## src/hdl/hcnt_pkg.sv

```systemverilog
`timescale 1ns / 1ps
// ----------------------------------------------------------------------------
// hcnt_pkg
// Shared types, command codes and helper functions for the hexamer counter.
// ----------------------------------------------------------------------------
package hcnt_pkg;

  localparam int CODE_W     = 12;
  localparam int HIST_DEPTH = 4096;
  localparam int RUN_W      = 3;
  localparam int OUT_W      = 32;

  localparam logic [RUN_W-1:0] HEX_LEN = 3'd6;

  localparam logic [1:0] CMD_BASE  = 2'd0;
  localparam logic [1:0] CMD_END   = 2'd1;
  localparam logic [1:0] CMD_QUERY = 2'd2;

  localparam logic [7:0] CHAR_A_UC = 8'h41;
  localparam logic [7:0] CHAR_C_UC = 8'h43;
  localparam logic [7:0] CHAR_G_UC = 8'h47;
  localparam logic [7:0] CHAR_T_UC = 8'h54;
  localparam logic [7:0] CHAR_A_LC = 8'h61;
  localparam logic [7:0] CHAR_C_LC = 8'h63;
  localparam logic [7:0] CHAR_G_LC = 8'h67;
  localparam logic [7:0] CHAR_T_LC = 8'h74;

  typedef struct packed {
    logic [1:0]        command;
    logic [7:0]        base_char;
    logic [CODE_W-1:0] query_code;
  } in_item_t;

  typedef struct packed {
    logic [OUT_W-1:0]  hexamer_count;
    logic [OUT_W-1:0]  revcomp_count;
    logic [CODE_W-1:0] revcomp_code;
    logic [OUT_W-1:0]  total_hexamers;
    logic [OUT_W-1:0]  genes_seen;
  } out_item_t;

  // controller to datapath
  typedef struct packed {
    logic clear;
    logic accept;
    logic write_back;
    logic read_rc;
    logic out_load;
  } ctrl_cmd_t;

  // datapath to controller
  typedef struct packed {
    logic clear_done;
    logic hit;
    logic is_query;
  } dp_sts_t;

  // bit 2 marks a valid base
  function automatic logic [2:0] base_code(input logic [7:0] ch);
    logic [2:0] r;
    unique case (ch)
      CHAR_A_UC, CHAR_A_LC: r = 3'b100;
      CHAR_C_UC, CHAR_C_LC: r = 3'b101;
      CHAR_G_UC, CHAR_G_LC: r = 3'b110;
      CHAR_T_UC, CHAR_T_LC: r = 3'b111;
      default:              r = 3'b000;
    endcase
    return r;
  endfunction

  function automatic logic [CODE_W-1:0] revcomp(input logic [CODE_W-1:0] code);
    logic [CODE_W-1:0] r;
    for (int i = 0; i < CODE_W / 2; i++) begin
      r[CODE_W-1-2*i -: 2] = ~code[2*i +: 2];
    end
    return r;
  endfunction

endpackage

```

## src/hdl/hcnt_dp.sv

```systemverilog
`timescale 1ns / 1ps
// ----------------------------------------------------------------------------
// hcnt_dp
// Datapath: hexamer window, run and gene counters, totals, histogram access
// and the result register.
// ----------------------------------------------------------------------------
module hcnt_dp
  import hcnt_pkg::*;
#(
  parameter int COUNT_WIDTH = 32
) (
  input  logic                   clk,
  input  logic                   rst_n,
  input  ctrl_cmd_t              cmd,
  output dp_sts_t                sts,
  input  in_item_t               in_data,
  output logic                   ram_we,
  output logic [CODE_W-1:0]      ram_waddr,
  output logic [COUNT_WIDTH-1:0] ram_wdata,
  output logic                   ram_re,
  output logic [CODE_W-1:0]      ram_raddr,
  input  logic [COUNT_WIDTH-1:0] ram_rdata,
  output out_item_t              out_data
);

  logic [CODE_W-1:0]      window_r, window_nxt;
  logic [RUN_W-1:0]       run_r, run_nxt;
  logic [RUN_W-1:0]       glen_r, glen_nxt;
  logic [COUNT_WIDTH-1:0] hex_total_r, hex_total_nxt;
  logic [COUNT_WIDTH-1:0] gene_total_r, gene_total_nxt;
  logic [CODE_W-1:0]      clr_addr_r;
  logic [CODE_W-1:0]      addr_r;
  logic [COUNT_WIDTH-1:0] hexcnt_r;
  out_item_t              out_r;

  logic [2:0]             bcode;
  logic [RUN_W-1:0]       run_inc;
  logic [CODE_W-1:0]      shifted;
  logic                   is_base;
  logic                   is_end;
  logic                   hit;

  logic [COUNT_WIDTH+OUT_W-1:0] ext_hex, ext_rc, ext_tot, ext_gene;

  assign bcode   = base_code(in_data.base_char);
  assign is_base = (in_data.command == CMD_BASE);
  assign is_end  = (in_data.command == CMD_END);
  assign run_inc = (run_r < HEX_LEN) ? run_r + 1'b1 : run_r;
  assign shifted = {window_r[CODE_W-3:0], bcode[1:0]};
  assign hit     = is_base && bcode[2] && (run_inc == HEX_LEN);

  assign sts.hit        = hit;
  assign sts.is_query   = (in_data.command == CMD_QUERY);
  assign sts.clear_done = (clr_addr_r == {CODE_W{1'b1}});

  always_comb begin
    window_nxt     = window_r;
    run_nxt        = run_r;
    glen_nxt       = glen_r;
    hex_total_nxt  = hex_total_r;
    gene_total_nxt = gene_total_r;
    if (cmd.accept && is_base) begin
      glen_nxt = (glen_r < HEX_LEN) ? glen_r + 1'b1 : glen_r;
      if (bcode[2]) begin
        window_nxt = shifted;
        run_nxt    = run_inc;
        if (hit) begin
          hex_total_nxt = (&hex_total_r) ? hex_total_r : hex_total_r + 1'b1;
        end
      end else begin
        window_nxt = '0;
        run_nxt    = '0;
      end
    end else if (cmd.accept && is_end) begin
      if (glen_r >= HEX_LEN) begin
        gene_total_nxt = (&gene_total_r) ? gene_total_r : gene_total_r + 1'b1;
      end
      window_nxt = '0;
      run_nxt    = '0;
      glen_nxt   = '0;
    end
  end

  // histogram port control
  assign ram_re    = (cmd.accept && (hit || sts.is_query)) || cmd.read_rc;
  assign ram_raddr = cmd.accept ? (sts.is_query ? in_data.query_code : shifted) : addr_r;
  assign ram_we    = cmd.clear || cmd.write_back;
  assign ram_waddr = cmd.clear ? clr_addr_r : addr_r;
  assign ram_wdata = cmd.clear ? '0 : ((&ram_rdata) ? ram_rdata : ram_rdata + 1'b1);

  assign ext_hex  = {{OUT_W{1'b0}}, hexcnt_r};
  assign ext_rc   = {{OUT_W{1'b0}}, ram_rdata};
  assign ext_tot  = {{OUT_W{1'b0}}, hex_total_r};
  assign ext_gene = {{OUT_W{1'b0}}, gene_total_r};

  always_ff @(posedge clk) begin
    if (!rst_n) begin
      window_r     <= '0;
      run_r        <= '0;
      glen_r       <= '0;
      hex_total_r  <= '0;
      gene_total_r <= '0;
      clr_addr_r   <= '0;
    end else begin
      window_r     <= window_nxt;
      run_r        <= run_nxt;
      glen_r       <= glen_nxt;
      hex_total_r  <= hex_total_nxt;
      gene_total_r <= gene_total_nxt;
      if (cmd.clear) begin
        clr_addr_r <= clr_addr_r + 1'b1;
      end
    end
  end

  always_ff @(posedge clk) begin
    if (cmd.accept) begin
      addr_r <= sts.is_query ? revcomp(in_data.query_code) : shifted;
    end
    if (cmd.read_rc) begin
      hexcnt_r <= ram_rdata;
    end
    if (cmd.out_load) begin
      out_r.hexamer_count  <= ext_hex[OUT_W-1:0];
      out_r.revcomp_count  <= ext_rc[OUT_W-1:0];
      out_r.revcomp_code   <= addr_r;
      out_r.total_hexamers <= ext_tot[OUT_W-1:0];
      out_r.genes_seen     <= ext_gene[OUT_W-1:0];
    end
  end

  assign out_data = out_r;

endmodule

```

## config.mk

```make
export PLATFORM = sky130hd
export DESIGN_NAME = hcnt_dp
export DESIGN_NICKNAME = d
export VERILOG_FILES = /design/src/hdl/hcnt_pkg.sv /design/src/hdl/hcnt_dp.sv
export SDC_FILE = /design/constraint.sdc
export NUM_CORES = 1
export LEC_CHECK = 0
export BUFFER_PORTS_ARGS = -buffer_cell sky130_fd_sc_hd__clkbuf_2
export CORE_AREA = 5 5 221 223
export CTS_BUF_LIST = sky130_fd_sc_hd__clkbuf_4 sky130_fd_sc_hd__clkbuf_8 sky130_fd_sc_hd__clkbuf_16
export DETAILED_ROUTE_END_ITERATION = 8
export DIE_AREA = 0 0 226 228
export HOLD_SLACK_MARGIN = 0.06
export PLACE_DENSITY = 0.52
export SYNTH_ARGS = -nofsm -noshare
export SYNTH_HDL_FRONTEND = slang
export SYNTH_SLANG_ARGS = --single-unit
```

## constraint.sdc

```tcl
create_clock -name clk -period 2.4 [get_ports clk]
set_input_delay 0.48 -clock clk [delete_from_list [all_inputs] [get_ports clk]]
set_output_delay 0.48 -clock clk [all_outputs]
set_load 0.02 [all_outputs]
```

==> results.py <==
metrics = {
    "timing": {
        "fin_ws_ns": -0.247,
        "whs_ns": 0.132,
        "slew_viol_final": 0,
        "rsz0062_at_grt": "yes",
        "finalCritPeriodShare": 1.10,
        "tightest_slew_ns": 0.918,
        "fin_crit_ns": 2.65,
        "relSlewSlack": 0.385,
        "finalClockSkew_ns": 0.0212,
        "hold_viol": 0,
        "fin_tns_setup_ns": -4.19,
        "finalSetupViolCount": 33,
        "fmax_ghz": 0.378,
    },
    "cells_and_area": {
        "final_cells": 1965,
        "nNetsFinal": 1400,
        "fin_util": 0.354,
        "fillers": 4613,
        "synthToLayoutAreaGrowth_pct": 42.0,
        "design_area_mm2": 0.0164,
        "n_antenna_cell": 0,
        "drive_above_1_share": 0.392,
    },
    "yosys": {
        "yosys-top-cells-area": "edfxtp_1, dfxtp_1, xnor2_1, and2_1, nand2_1",
        "synth_area_leader_cell": "edfxtp_1",
        "synth_area_mm2": 0.0115,
        "synth_top_family_by_area": "simple AND/OR/NAND/NOR gates",
        "synthCells": 950,
        "synth.area.mux_share": 0.0142,
        "yosysWarnings": 0,
        "synth_top_area_frac": 0.479,
        "synthSimpleGateAreaFrac": 0.192,
        "synth-edff-count": 184,
        "synth_nets": 1018,
        "synth_compound_area_frac": 0.0764,
        "synth-main-ff-cell": "edfxtp_1",
        "synth.avg_cell_area_um2": 12.2,
        "synth_common_cells": "edfxtp_1, dfxtp_1, nand2_1, and2_1, nor2_1",
        "synth-seq-cells": 276,
        "synthMostInstantiatedCell": "edfxtp_1",
        "synthXorXnorAreaFrac": 0.0539,
        "synth_fa_ha_area_frac": 0.00759,
        "ys_seq_area_frac": 0.638,
        "async_reset_ff_frac": 0,
        "synthDistinctLibCells": 61,
    },
    "grt": {
        "grt_pass1_wl_um": 52100,
        "overflow": 0,
        "grt_max_degree": 62,
        "antenna_found_initial": 0,
        "first_global_vias": 8946,
        "grt_usage": 0.127,
    },
    "run": {
        "drv_cap": 0,
    },
    "clocking": {
        "cts.sinks": 276,
        "h-tree-depth": 2,
        "hold_buffers": 0,
        "clk_latency_ns": 0.54,
        "cts_made_buffers": 34,
        "cts_root_buf": "clkbuf_16",
        "cts_tree": "built",
        "clockBufferDepth": 3,
        "clk_pin_slew_ns": 0.06,
    },
    "floorplan": {
        "core_region_area_mm2": 0.0464,
        "dieArea_mm2": 0.0515,
        "die_w_um": 226,
        "initial_core_util": 0.249,
        "num_rows": 79,
        "ioPinCount": 262,
        "dieHeight_um": 228,
    },
    "route": {
        "dr.pass1.iters": 5,
        "post_drt_wl_per_cell_um": 17.4,
        "routed_wl_um": 34100,
        "drc": 0,
        "vias_per_cell": 4.58,
        "num_vias": 9001,
        "drtAntennaViolNets": 0,
        "drtIter0Drc": 558,
    },
    "worst_setup_path": {
        "r2r_start": "run_r[1]",
        "path_cells": "buf_8, nand4_1, buf_6, nor4_4, buf_4, nand3_4, or3_4, a21oi_2, clkbuf_8",
        "crit_fanout": 8,
        "critPathSlowestCell": "or3_4",
        "critPathKind": "input pin to output pin",
        "cp-startpoint": "ram_rdata[21]",
        "startpoint_type": "input pin",
        "critPathArrivalTime_ns": 2.17,
        "max_stage_delay_ns": 0.39,
        "critPathRequiredTime_ns": 1.92,
        "cp-end-kind": "output pin",
    },
    "placed_design": {
        "placed_area_mm2": 0.0144,
        "place.gp.congestion": 0.875,
        "portBuffers": 260,
        "place_ws_ns": -0.383,
        "placedCellCount": 1881,
        "dpl.hpwl_um": 24600,
    },
    "status": {
        "outcome": "finished, violations left",
        "violations": "setup timing",
    },
    "hold_path": {
        "hold_start": "ram_rdata[7]",
        "hold_path.class": "input pin to register",
    },
    "power": {
        "power_density_mw_per_mm2": 717,
        "power.total_mw": 11.7,
        "p_leak_nw": 6.34,
        "peakVddDrop_uv": 467,
    },
}
[critical path: cells and delay by family]
kind / cells / cell delay, ns
and+or+nand+nor: 4 / 0.90
buffers and inverters: 4 / 0.62
AOI/OAI and AO/OA: 1 / 0.16
[registers in the layout (all words and copies together) (netlist names)]
name	cells
clr_addr_r	12
glen_r	3
window_r	10
addr_r	12
hex_total_r	32
hexcnt_r	32
out_data	140
run_r	3
gene_total_r	32
[final cells by class]
cell class                 instances  area [µm²]  share of cell area
sequential                       276        7370               0.450
multi-input combinational        622        4380               0.267
timing repair buffer             383        2640               0.161
clock buffer                      46         953              0.0582
tap                              607         759              0.0463
clock inverter                    16         226              0.0138
inverter                          15        60.1             0.00366
[power by group]
| part | internal (mW) | switching [mW] |
|---|---|---|
| logic | 0.379 | 0.644 |
| registers | 5.28 | 0.0807 |
| clock network | 3.35 | 2.02 |
| total | 9.01 | 2.74 |
[cell families after synthesis]
logic type,count (synthesis)
XOR/XNOR,71
buffers and inverters,52
flip-flops,276
AO/OA/AOI/OAI,128
adder cells (fa/ha/maj),7
multiplexers,15
AND/OR/NAND/NOR,401
[metal layers]
metal,up-vias,share of wire,GRT usage
li1,4269,-,-
met1,4317,0.44,0.166
met2,351,0.45,0.201
met3,64,0.080,0.0338
met4,0,0.032,0.0448
met5,-,0,0
[placed cells by master, fill, tap and decap left out, types with 13 or more instances in the layout]
cell,Yosys,routed
nor2_1,54,51
clkbuf_2,0,208
and4_1,14,13
edfxtp_1,184,184
nand2_1,83,76
nand4_1,38,38
buf_6,0,31
nand3_1,43,38
dfxtp_1,92,90
inv_1,15,14
and3_1,19,17
buf_4,2,123
nor2b_1,15,15
xor2_1,25,25
nand2b_1,20,19
o21ai_0,25,21
xnor2_1,46,45
a31oi_1,18,17
and2_1,55,55
clkbuf_16,0,34
[path summary, 6_finish.rpt]
kind	to	depth (start not counted)	slack [ns]
worst max register to register	hex_total_r[28]	10	0.12
worst min-delay path	hexcnt_r[7]	1	0.13
worst min register to register	out_data[131]	0	0.42
worst max-delay path	ram_wdata[27]	9	-0.25
[repair_timing]
action,CTS,global route
endpoints found under the setup margin,38,51
buffers inserted,13,11
pin swaps,49,35
resized for setup,101,93
(Power assumes the default switching activity.)
