`src/hdl/hcnt_pkg.sv`:
```
`timescale 1ns / 1ps
// ----------------------------------------------------------------------------
// hcnt_pkg
// Shared types, command codes and helper functions for the hexamer counter.
// ----------------------------------------------------------------------------
package hcnt_pkg;

  localparam int CODE_W     = 12;
  localparam int HIST_DEPTH = 4096;
  localparam int RUN_W      = 3;
  localparam int OUT_W      = 32;

  localparam logic [RUN_W-1:0] HEX_LEN = 3'd6;

  localparam logic [1:0] CMD_BASE  = 2'd0;
  localparam logic [1:0] CMD_END   = 2'd1;
  localparam logic [1:0] CMD_QUERY = 2'd2;

  localparam logic [7:0] CHAR_A_UC = 8'h41;
  localparam logic [7:0] CHAR_C_UC = 8'h43;
  localparam logic [7:0] CHAR_G_UC = 8'h47;
  localparam logic [7:0] CHAR_T_UC = 8'h54;
  localparam logic [7:0] CHAR_A_LC = 8'h61;
  localparam logic [7:0] CHAR_C_LC = 8'h63;
  localparam logic [7:0] CHAR_G_LC = 8'h67;
  localparam logic [7:0] CHAR_T_LC = 8'h74;

  typedef struct packed {
    logic [1:0]        command;
    logic [7:0]        base_char;
    logic [CODE_W-1:0] query_code;
  } in_item_t;

  typedef struct packed {
    logic [OUT_W-1:0]  hexamer_count;
    logic [OUT_W-1:0]  revcomp_count;
    logic [CODE_W-1:0] revcomp_code;
    logic [OUT_W-1:0]  total_hexamers;
    logic [OUT_W-1:0]  genes_seen;
  } out_item_t;

  // controller to datapath
  typedef struct packed {
    logic clear;
    logic accept;
    logic write_back;
    logic read_rc;
    logic out_load;
  } ctrl_cmd_t;

  // datapath to controller
  typedef struct packed {
    logic clear_done;
    logic hit;
    logic is_query;
  } dp_sts_t;

  // bit 2 marks a valid base
  function automatic logic [2:0] base_code(input logic [7:0] ch);
    logic [2:0] r;
    unique case (ch)
      CHAR_A_UC, CHAR_A_LC: r = 3'b100;
      CHAR_C_UC, CHAR_C_LC: r = 3'b101;
      CHAR_G_UC, CHAR_G_LC: r = 3'b110;
      CHAR_T_UC, CHAR_T_LC: r = 3'b111;
      default:              r = 3'b000;
    endcase
    return r;
  endfunction

  function automatic logic [CODE_W-1:0] revcomp(input logic [CODE_W-1:0] code);
    logic [CODE_W-1:0] r;
    for (int i = 0; i < CODE_W / 2; i++) begin
      r[CODE_W-1-2*i -: 2] = ~code[2*i +: 2];
    end
    return r;
  endfunction

endpackage

```
`src/hdl/hcnt_ctrl.sv`:
```
`timescale 1ns / 1ps
// ----------------------------------------------------------------------------
// hcnt_ctrl
// Controller: clearing sweep, read-modify-write and two-read query sequencing.
// ----------------------------------------------------------------------------
module hcnt_ctrl
  import hcnt_pkg::*;
(
  input  logic      clk,
  input  logic      rst_n,
  input  logic      in_valid,
  output logic      in_ready,
  output logic      out_valid,
  input  logic      out_ready,
  input  dp_sts_t   sts,
  output ctrl_cmd_t cmd
);

  localparam logic [2:0] S_CLEAR = 3'd0;
  localparam logic [2:0] S_IDLE  = 3'd1;
  localparam logic [2:0] S_UPD   = 3'd2;
  localparam logic [2:0] S_Q1    = 3'd3;
  localparam logic [2:0] S_Q2    = 3'd4;

  logic [2:0] state_r, state_nxt;
  logic       out_valid_r, out_valid_nxt;
  logic       accept;
  logic       slot_free;

  assign in_ready  = (state_r == S_IDLE);
  assign accept    = in_ready && in_valid;
  assign slot_free = !out_valid_r || out_ready;
  assign out_valid = out_valid_r;

  always_comb begin
    state_nxt      = state_r;
    cmd            = '0;
    cmd.accept     = accept;
    unique case (state_r)
      S_CLEAR: begin
        cmd.clear = 1'b1;
        if (sts.clear_done) begin
          state_nxt = S_IDLE;
        end
      end
      S_IDLE: begin
        if (accept) begin
          priority if (sts.is_query) begin
            state_nxt = S_Q1;
          end else if (sts.hit) begin
            state_nxt = S_UPD;
          end
        end
      end
      S_UPD: begin
        cmd.write_back = 1'b1;
        state_nxt      = S_IDLE;
      end
      S_Q1: begin
        cmd.read_rc = 1'b1;
        state_nxt   = S_Q2;
      end
      S_Q2: begin
        if (slot_free) begin
          cmd.out_load = 1'b1;
          state_nxt    = S_IDLE;
        end
      end
      default: begin
        state_nxt = S_CLEAR;
      end
    endcase
  end

  always_comb begin
    out_valid_nxt = out_valid_r;
    if (out_valid_r && out_ready) begin
      out_valid_nxt = 1'b0;
    end
    if (cmd.out_load) begin
      out_valid_nxt = 1'b1;
    end
  end

  always_ff @(posedge clk) begin
    if (!rst_n) begin
      state_r     <= S_CLEAR;
      out_valid_r <= 1'b0;
    end else begin
      state_r     <= state_nxt;
      out_valid_r <= out_valid_nxt;
    end
  end

endmodule

```
`config.mk`:
```
export PLATFORM = sky130hd
export DESIGN_NAME = hcnt_ctrl
export DESIGN_NICKNAME = d
export VERILOG_FILES = /design/src/hdl/hcnt_pkg.sv /design/src/hdl/hcnt_ctrl.sv
export SDC_FILE = /design/constraint.sdc
export NUM_CORES = 1
export LEC_CHECK = 0
export BUFFER_PORTS_ARGS = -buffer_cell sky130_fd_sc_hd__buf_2
export CAP_MARGIN = 15
export CORE_AREA = 2 2 39 41
export CTS_CLUSTER_SIZE = 14
export DETAILED_ROUTE_END_ITERATION = 16
export DIE_AREA = 0 0 41 43
export GPL_ROUTABILITY_DRIVEN = 0
export GPL_TIMING_DRIVEN = 0
export PLACE_DENSITY = 0.39
export SLEW_MARGIN = 40
export SYNTH_ARGS = -nofsm -noshare
export SYNTH_HDL_FRONTEND = slang
export SYNTH_SLANG_ARGS = --single-unit
```
`constraint.sdc`:
```
create_clock -name clk -period 1.2 [get_ports clk]
set_clock_uncertainty 0.15 [all_clocks]
set_input_delay 0.24 -clock clk [delete_from_list [all_inputs] [get_ports clk]]
set_output_delay 0.24 -clock clk [all_outputs]
set_load 0.01 [all_outputs]
```
==> flow_metrics.py, run 1 <==
metrics = {
    "critical_path": {
        "critical_path_required_ns": 0.81,
        "crit_fanout": 5,
        "rr_worst_depth": 3,
        "crit_chain": "nor3b_4, and2_4, buf_6, buf_6",
        "slowest_delay_ns": 0.36,
        "cp_common_cell": "buf_6",
        "crit_family": "flip-flops",
        "slowest_stage": "dfxtp_4",
        "end_kind": "primary output",
        "r2r_end": "state_r[1]$_SDFFE_PN0P_",
        "r2r_start": "state_r[0]$_SDFFE_PN0P_",
        "reg2reg_setup_slack_ns": -0.04,
        "arrival_ns": 1.12,
        "crit_buf_inv": 2,
        "path_class": "reg2out",
        "worst_setup_path_start_kind": "flop",
    },
    "sta": {
        "timing.fmax_ghz": 0.661,
        "worst_slew_margin_rel": 0.818,
        "report.final.slew_viol_count": 0,
        "fin_hold_ws_ns": 0.108,
        "setup_ws_ns": -0.313,
        "setup_violations": 8,
        "rsz0062_at_grt": "true",
        "min_period_over_period": 1.26,
        "finalCriticalPeriod_ns": 1.51,
        "setup_tns_ns": -1.54,
        "tightest_slew_ns": 0.272,
        "hold_viol": 0,
    },
    "logic_synthesis": {
        "synth-compound-area-share": 0.151,
        "synth_area_leaders": "dfxtp_1 33%, nor3b_2 10%, buf_4 9.4%, nor2b_1 7.8%, nor2_1 6.3%",
        "synth_top_area_share": 0.333,
        "syn_avg_cell_area_um2": 8.58,
        "synthAdderAreaFrac": 0,
        "netlist_area_um2": 240,
        "synth-simple-area-share": 0.406,
        "synthCells": 28,
        "synth_top_family_by_area": "simple AND/OR/NAND/NOR gates",
        "synth_cell_types": 17,
        "synth_top_cell_by_area": "dfxtp_1",
        "syn_nets": 35,
        "synth-seq-area-share": 0.333,
        "ys_seq_elements": 4,
        "synth_xor_area_frac": 0,
        "synthMuxAreaShare": 0,
        "yosysWarnings": 0,
    },
    "min_path": {
        "hold_path_class": "in2reg",
        "hold_end": "out_valid$_SDFFE_PN0P_",
        "whs_path_depth": 2,
        "hold_path.startpoint": "rst_n",
    },
    "die": {
        "rows": 14,
        "die_h_um": 43,
        "core_area_um2": 1380,
        "start_util": 0.174,
        "fp.dieW_um": 41,
        "die_area_um2": 1760,
        "ios": 14,
    },
    "detailed_routing": {
        "wl_um": 573,
        "drc": 0,
        "first_iter_violations": 1,
        "antenna_left": 0,
        "dr_total_vias": 251,
        "dr.pass1.iters": 2,
        "routedWlPerCell_um": 9.10,
        "viasPerCell": 3.98,
    },
    "clock_network": {
        "cts-root-buf": "clkbuf_4",
        "cts_buffers": 3,
        "clock_sinks": 4,
        "hold_buffers": 0,
        "clock_path_buffers": 2,
        "insertion_delay_ns": 0.24,
        "clk_pin_slew_ns": 0.04,
        "htreeDepth": 1,
        "cts_tree": "done",
    },
    "grt": {
        "grtUsageTotal": 0.0873,
        "antenna_found_initial": 0,
        "grt_pass1_wl_um": 945,
        "grt_overflow_total": 0,
        "grt_max_degree": 7,
        "first_global_vias": 256,
    },
    "power": {
        "power_density_nw_per_um2": 879,
        "irDropWorstVdd_uv": 270,
        "totalPowerFinal_mw": 0.388,
        "leakage_nw": 0.200,
    },
    "flow_run": {
        "max-cap-violations": 0,
    },
    "placement": {
        "dp.cells": 57,
        "preCtsSetupSlack_ns": -0.159,
        "io_buffers": 13,
        "placed_cell_area_um2": 340,
    },
    "layout": {
        "postLayoutCellArea_um2": 442,
        "syn_to_final_growth_pct": 83.9,
        "finish.utilization": 0.319,
        "final_common_cell": "buf_2",
        "stdcell_count": 63,
        "layout_common_cells": "9 x buf_2, 5 x buf_6, 5 x buf_4",
        "drive_above_1_share": 0.702,
        "n_antenna_cell": 0,
        "finalNetCount": 56,
    },
    "outcome": {
        "status": "finished with violations",
        "violations": "setup timing",
    },
}
-- cell type report --
class                      instances  area (um2)
inverter                           1        3.75
tap                               16        20.0
sequential                         4        91.3
clock buffer                       3        22.5
fill                             155         942
timing repair buffer              18         128
buffer                             1        11.3
multi-input combinational         20         165
-- synth_stat cells (all sizes together) --
cell type,number
a21oi,1
a31oi,1
and2,1
and3b,1
buf,3
dfxtp,4
inv,1
nand2,1
nor2,4
nor2b,3
nor3b,3
o21a,1
o21ai,1
o31ai,1
or2,1
or3,1
-- metal layers --
metal	GRT usage	routed length, um
met5	0	0
met4	0.100	13
met3	0.0471	41
met2	0.119	299
met1	0.0804	219
-- logic make-up after synthesis --
| logic type | after synthesis |
|---|---|
| and+or+nand+nor | 15 |
| AOI/OAI and AO/OA | 5 |
| DFF | 4 |
| buffers and inverters | 4 |
-- worst max-delay path by stage --
stage                            start  endpoint  slack, ns  cells past startpoint
2_1_floorplan  state_r[1]$_SDFFE_PN0P_    cmd[3]      -0.04                      3
3_3_place_gp   state_r[2]$_SDFFE_PN0P_    cmd[0]      -0.15                      4
3_5_place_dp   state_r[2]$_SDFFE_PN0P_    cmd[0]      -0.16                      4
4_1_cts        state_r[0]$_SDFFE_PN0P_    cmd[3]      -0.33                      4
5_1_grt        state_r[0]$_SDFFE_PN0P_    cmd[3]      -0.37                      4
6_report       state_r[0]$_SDFFE_PN0P_    cmd[3]      -0.31                      4
-- state kept, by name, indices dropped and copies added, names as in the netlist --
name       flops
out_valid      1
state_r        3
-- power breakdown --
part / internal (mW) / leakage [nW] / switching (mW)
Combinational: 0.0479 / 0.152 / 0.0307
Clock: 0.112 / 0.0138 / 0.0566
Sequential: 0.134 / 0.0347 / 0.00705
-- repair_timing --
item	4_1_cts	5_1_grt
endpoints found under the setup margin	8	8
setup buffers	4	1
pin swaps	2	0
resized for setup	11	3
No activity file was read; power rests on OpenSTA's default activity.
==> run 2: changes to the inputs <==
--- a/config.mk
+++ b/config.mk
@@ -13,7 +13,7 @@
 export DIE_AREA = 0 0 41 43
 export GPL_ROUTABILITY_DRIVEN = 0
 export GPL_TIMING_DRIVEN = 0
-export PLACE_DENSITY = 0.39
+export PLACE_DENSITY = 0.38
 export SLEW_MARGIN = 40
 export SYNTH_ARGS = -nofsm -noshare
 export SYNTH_HDL_FRONTEND = slang
==> constraint.sdc (replaced) <==
create_clock -name clk -period 1.41 [get_ports clk]
set_clock_uncertainty 0.15 [all_clocks]
set_input_delay 0.282 -clock clk [delete_from_list [all_inputs] [get_ports clk]]
set_output_delay 0.282 -clock clk [all_outputs]
set_load 0.01 [all_outputs]
==> run 2 against run 1 <==
  * Hold slack gained 0.035 ns
  * Worst setup slack gained 0.23 ns
  * Utilization shrank 2.0 points
  * Sequential cell count is the same
  * Largest power group unchanged
  * Critical path type unchanged
  * Global-route usage shrank 0.41 points
  * Combinational power shrank 25%
  * The run still ends with setup timing left
  * Wire length grew 4.4%
==> flow_metrics.py, run 2 (synthesis results as in run 1) <==
metrics = {
    "outcome": {
        "status": "finished with violations",
        "violations": "setup timing",
    },
    "grt": {
        "antenna_found_initial": 0,
        "grt_overflow_total": 0,
        "grt_pass1_wl_um": 931,
        "grtUsageTotal": 0.0832,
        "grt_max_degree": 6,
        "first_global_vias": 243,
    },
    "placement": {
        "io_buffers": 13,
    },
    "critical_path": {
        "arrival_ns": 1.06,
        "worst_setup_path_start_kind": "flop",
        "r2r_start": "state_r[0]$_SDFFE_PN0P_",
        "rr_worst_depth": 4,
        "reg2reg_setup_slack_ns": 0.07,
        "crit_fanout": 5,
        "critical_path_required_ns": 0.98,
        "path_class": "reg2out",
        "end_kind": "primary output",
        "r2r_end": "state_r[1]$_SDFFE_PN0P_",
    },
    "sta": {
        "worst_slew_margin_rel": 0.823,
        "rsz0062_at_grt": "true",
        "setup_ws_ns": -0.0868,
        "tightest_slew_ns": 0.264,
        "fin_hold_ws_ns": 0.142,
        "hold_viol": 0,
        "finalCriticalPeriod_ns": 1.50,
        "timing.fmax_ghz": 0.668,
        "report.final.slew_viol_count": 0,
        "setup_violations": 4,
        "min_period_over_period": 1.06,
    },
    "layout": {
        "drive_above_1_share": 0.711,
        "largest_register": "state_r",
        "layout_common_cells": "10 x buf_2, 4 x buf_4",
        "syn_to_final_growth_pct": 72.4,
        "largest_reg_flops": 3,
        "final_common_cell": "buf_2",
        "n_antenna_cell": 0,
        "finalNetCount": 54,
    },
    "clock_network": {
        "hold_buffers": 0,
        "htreeDepth": 1,
        "cts-root-buf": "clkbuf_4",
        "clk_pin_slew_ns": 0.04,
        "cts_buffers": 3,
        "insertion_delay_ns": 0.24,
        "clock_sinks": 4,
        "clock_path_buffers": 2,
        "cts_tree": "done",
    },
    "flow_run": {
        "max-cap-violations": 0,
    },
    "detailed_routing": {
        "first_iter_violations": 3,
        "antenna_left": 0,
        "dr.pass1.iters": 2,
        "viasPerCell": 4.20,
        "drc": 0,
        "routedWlPerCell_um": 9.80,
        "dr_total_vias": 256,
        "wl_um": 598,
    },
    "power": {
        "power_density_nw_per_um2": 782,
        "leakage_nw": 0.189,
        "totalPowerFinal_mw": 0.324,
        "irDropWorstVdd_uv": 301,
    },
    "min_path": {
        "hold_path.startpoint": "rst_n",
        "whs_path_depth": 2,
        "hold_end": "out_valid$_SDFFE_PN0P_",
        "hold_path_class": "in2reg",
    },
    "die": {
        "ios": 14,
        "die_h_um": 43,
        "start_util": 0.174,
        "core_area_um2": 1380,
        "fp.dieW_um": 41,
        "die_area_um2": 1760,
        "rows": 14,
    },
}
==> run 2: how the worst max path moves through the flow <==
stage / startpoint / endpoint / slack [ns]
after floorplan: state_r[2]$_SDFFE_PN0P_ / cmd[0] / 0.08
after global placement: state_r[2]$_SDFFE_PN0P_ / cmd[0] / -0.12
after detailed placement: state_r[1]$_SDFFE_PN0P_ / cmd[0] / -0.13
after CTS: state_r[1]$_SDFFE_PN0P_ / cmd[3] / -0.1
after global routing: state_r[1]$_SDFFE_PN0P_ / cmd[3] / -0.15
final: state_r[2]$_SDFFE_PN0P_ / cmd[0] / -0.09
==> run 2: metal layers <==
layer	GRT usage	up-vias	part of all wire
met4	0.0200	0	0
met2	0.113	14	0.44
met3	0.0785	0	0.14
met5	0	-	0
met1	0.0929	116	0.42
li1	-	126	-
==> run 2: stage by stage <==
step | cell area [um2] | instances | TNS, ns | setup slack, ns | utilization
after floorplan | 240 | 28 | 0 | 0.0796 | -
after global placement | 325 | 57 | -0.122 | -0.120 | 0.235
after detailed placement | 325 | 57 | -0.127 | -0.127 | 0.235
after CTS | 412 | 61 | -0.354 | -0.0972 | 0.297
after global routing | 414 | 61 | -0.562 | -0.150 | 0.299
final | 414 | 61 | -0.303 | -0.0868 | 0.299
==> run 2: final cells by class <==
type	count	area [um2]
multi-input combinational	20	163
timing repair buffer	17	114
sequential	4	91.3
clock buffer	3	22.5
inverter	1	3.75
tap	16	20.0
fill	153	970
==> run 2: what timing repair did <==
item	in CTS	in global routing
setup endpoints to repair	6	6
pin swaps	3	1
buffers inserted	4	0
gates resized for setup	16	1
==> run 2: critical path, stage by stage (launching register included) <==
cell and delay (ns):
dfxtp_4 0.36, nor3b_4 0.20, nor2b_4 0.17, buf_6 0.10
==> run 2: report_power, final <==
part	leakage (nW)	internal (mW)	total [mW]	switching [mW]
combinational	0.141	0.0341	0.0590	0.0248
clock	0.0138	0.0954	0.145	0.0495
sequential	0.0347	0.114	0.120	0.00579
==> run 3: changes to the inputs <==
==> constraint.sdc (replaced) <==
create_clock -name clk -period 1.41 [get_ports clk]
set_clock_uncertainty 0.15 [all_clocks]
set_input_delay 0 -clock clk [delete_from_list [all_inputs] [get_ports clk]]
set_output_delay 0 -clock clk [all_outputs]
set_load 0.01 [all_outputs]
==> run 3 against run 2 <==
  * The run now ends clean
  * Count of clock-buffer cells in the layout is the same
  * Clock power is essentially flat
  * Design area grew 0.91%
  * Critical path depth grew 1
  * Non-clock buffer count grew 4
  * Final cell count grew 6.6%
  * Register-to-register slack gained 0.12 ns
  * First-iteration DRC count shrank 100%
  * Hold slack lost 0.13 ns
  * Largest cell class unchanged
==> flow_metrics.py, run 3 (synthesis results as in run 1) <==
metrics = {
    "outcome": {
        "status": "finished, final reports clean",
    },
    "sta": {
        "hold_viol": 0,
        "setup_violations": 0,
        "finalCriticalPeriod_ns": 1.32,
        "tightest_slew_ns": 0.262,
        "timing.fmax_ghz": 0.756,
        "fin_hold_ws_ns": 0.0135,
        "worst_slew_margin_rel": 0.824,
        "rsz0062_at_grt": "true",
        "report.final.slew_viol_count": 0,
        "min_period_over_period": 0.939,
    },
    "clock_network": {
        "insertion_delay_ns": 0.24,
        "cts_buffers": 3,
        "postCtsSetupBuffers": 0,
        "clk_pin_slew_ns": 0.04,
        "cts_tree": "done",
        "clock_path_buffers": 2,
        "htreeDepth": 1,
        "cts-root-buf": "clkbuf_4",
        "clock_sinks": 4,
    },
    "critical_path": {
        "path_class": "reg2out",
        "r2r_start": "state_r[0]$_SDFFE_PN0P_",
        "crit_start": "state_r[1]$_SDFFE_PN0P_",
        "worst_setup_path_start_kind": "flop",
        "arrival_ns": 1.17,
        "reg2reg_setup_slack_ns": 0.19,
        "crit_fanout": 8,
        "critical_path_required_ns": 1.26,
        "r2r_end": "state_r[0]$_SDFFE_PN0P_",
        "rr_worst_depth": 3,
        "end_kind": "primary output",
    },
    "grt": {
        "grt_pass1_wl_um": 931,
        "antenna_found_initial": 0,
        "grt_max_degree": 9,
        "first_global_vias": 245,
        "grtUsageTotal": 0.0832,
        "grt_overflow_total": 0,
    },
    "detailed_routing": {
        "dr_total_vias": 272,
        "first_iter_violations": 0,
        "drc": 0,
        "routedWlPerCell_um": 9.35,
        "dr.pass1.iters": 1,
        "antenna_left": 0,
        "viasPerCell": 4.18,
        "wl_um": 608,
    },
    "power": {
        "totalPowerFinal_mw": 0.325,
        "irDropWorstVdd_uv": 311,
        "power_density_nw_per_um2": 779,
        "leakage_nw": 0.199,
    },
    "layout": {
        "n_antenna_cell": 0,
        "largest_register": "state_r",
        "stdcell_count": 65,
        "finalNetCount": 58,
        "final_common_cell": "buf_2",
        "fill_cells": 155,
        "largest_reg_flops": 3,
        "finish.utilization": 0.302,
        "syn_to_final_growth_pct": 74.0,
        "layout_common_cells": "13 x buf_2, 5 x dlygate4sd3_1, 4 x nor2_1",
        "drive_above_1_share": 0.551,
    },
    "die": {
        "start_util": 0.174,
        "fp.dieW_um": 41,
        "ios": 14,
        "core_area_um2": 1380,
        "die_area_um2": 1760,
        "rows": 14,
        "die_h_um": 43,
    },
    "placement": {
        "io_buffers": 13,
        "dp.cells": 57,
    },
    "min_path": {
        "whs_path_depth": 4,
        "hold_path_class": "in2reg",
        "hold_end": "state_r[0]$_SDFFE_PN0P_",
        "hold_path.startpoint": "in_valid",
    },
    "flow_run": {
        "max-cap-violations": 0,
    },
}
[run 3: stage by stage]
| stage | area, um2 | setup TNS [ns] | setup slack (ns) |
|---|---|---|---|
| global placement | 325 | 0 | 0.162 |
| CTS | 413 | 0 | 0.00188 |
| detailed placement | 325 | 0 | 0.155 |
| floorplan | 240 | 0 | 0.275 |
| global route | 418 | -0.0259 | -0.0259 |
| finish | 418 | 0 | 0.0864 |
[run 3: worst max-delay path by stage]
stage | end | slack, ns | cells past startpoint
floorplan | state_r[1]$_SDFFE_PN0P_ | 0.27 | 3
global placement | cmd[0] | 0.16 | 4
detailed placement | cmd[0] | 0.15 | 4
CTS | cmd[0] | 0.002 | 4
global route | cmd[0] | -0.03 | 4
finish | cmd[0] | 0.09 | 4
[run 3: metal layers]
metal / GRT usage / up-vias / routed length (um)
li1: - / 135 / -
met1: 0.0865 / 123 / 256
met2: 0.119 / 14 / 276
met3: 0.0785 / 0 / 75
met4: 0.0200 / 0 / 0
met5: 0 / - / 0
[run 3: where the power goes]
part           switching, mW  internal, mW
clock                 0.0483        0.0953
combinational         0.0247        0.0348
sequential           0.00607         0.116
total                 0.0790         0.246
[run 3: repair_timing]
item | 4_1_cts | 5_1_grt
endpoints found under the hold margin | 4 | 0
resized for setup | 1 | 6
setup endpoints to repair | 1 | 3
hold buffers | 6 | 0
[run 3: area by class of cell]
class / count / area, um2 / area share
Multi-Input combinational cell: 20 / 148 / 0.353
Timing Repair Buffer: 18 / 115 / 0.275
Sequential cell: 4 / 86.3 / 0.207
Clock buffer: 3 / 22.5 / 0.0539
Buffer: 3 / 22.5 / 0.0539
Tap cell: 16 / 20.0 / 0.0479
Inverter: 1 / 3.75 / 0.00898
[run 3: worst max-delay path, cell delays in order, from the launching register on]
cell and delay (ns):
dfxtp_2 0.36, nor3b_4 0.21, nor2b_1 0.15, buf_4 0.10, buf_2 0.11
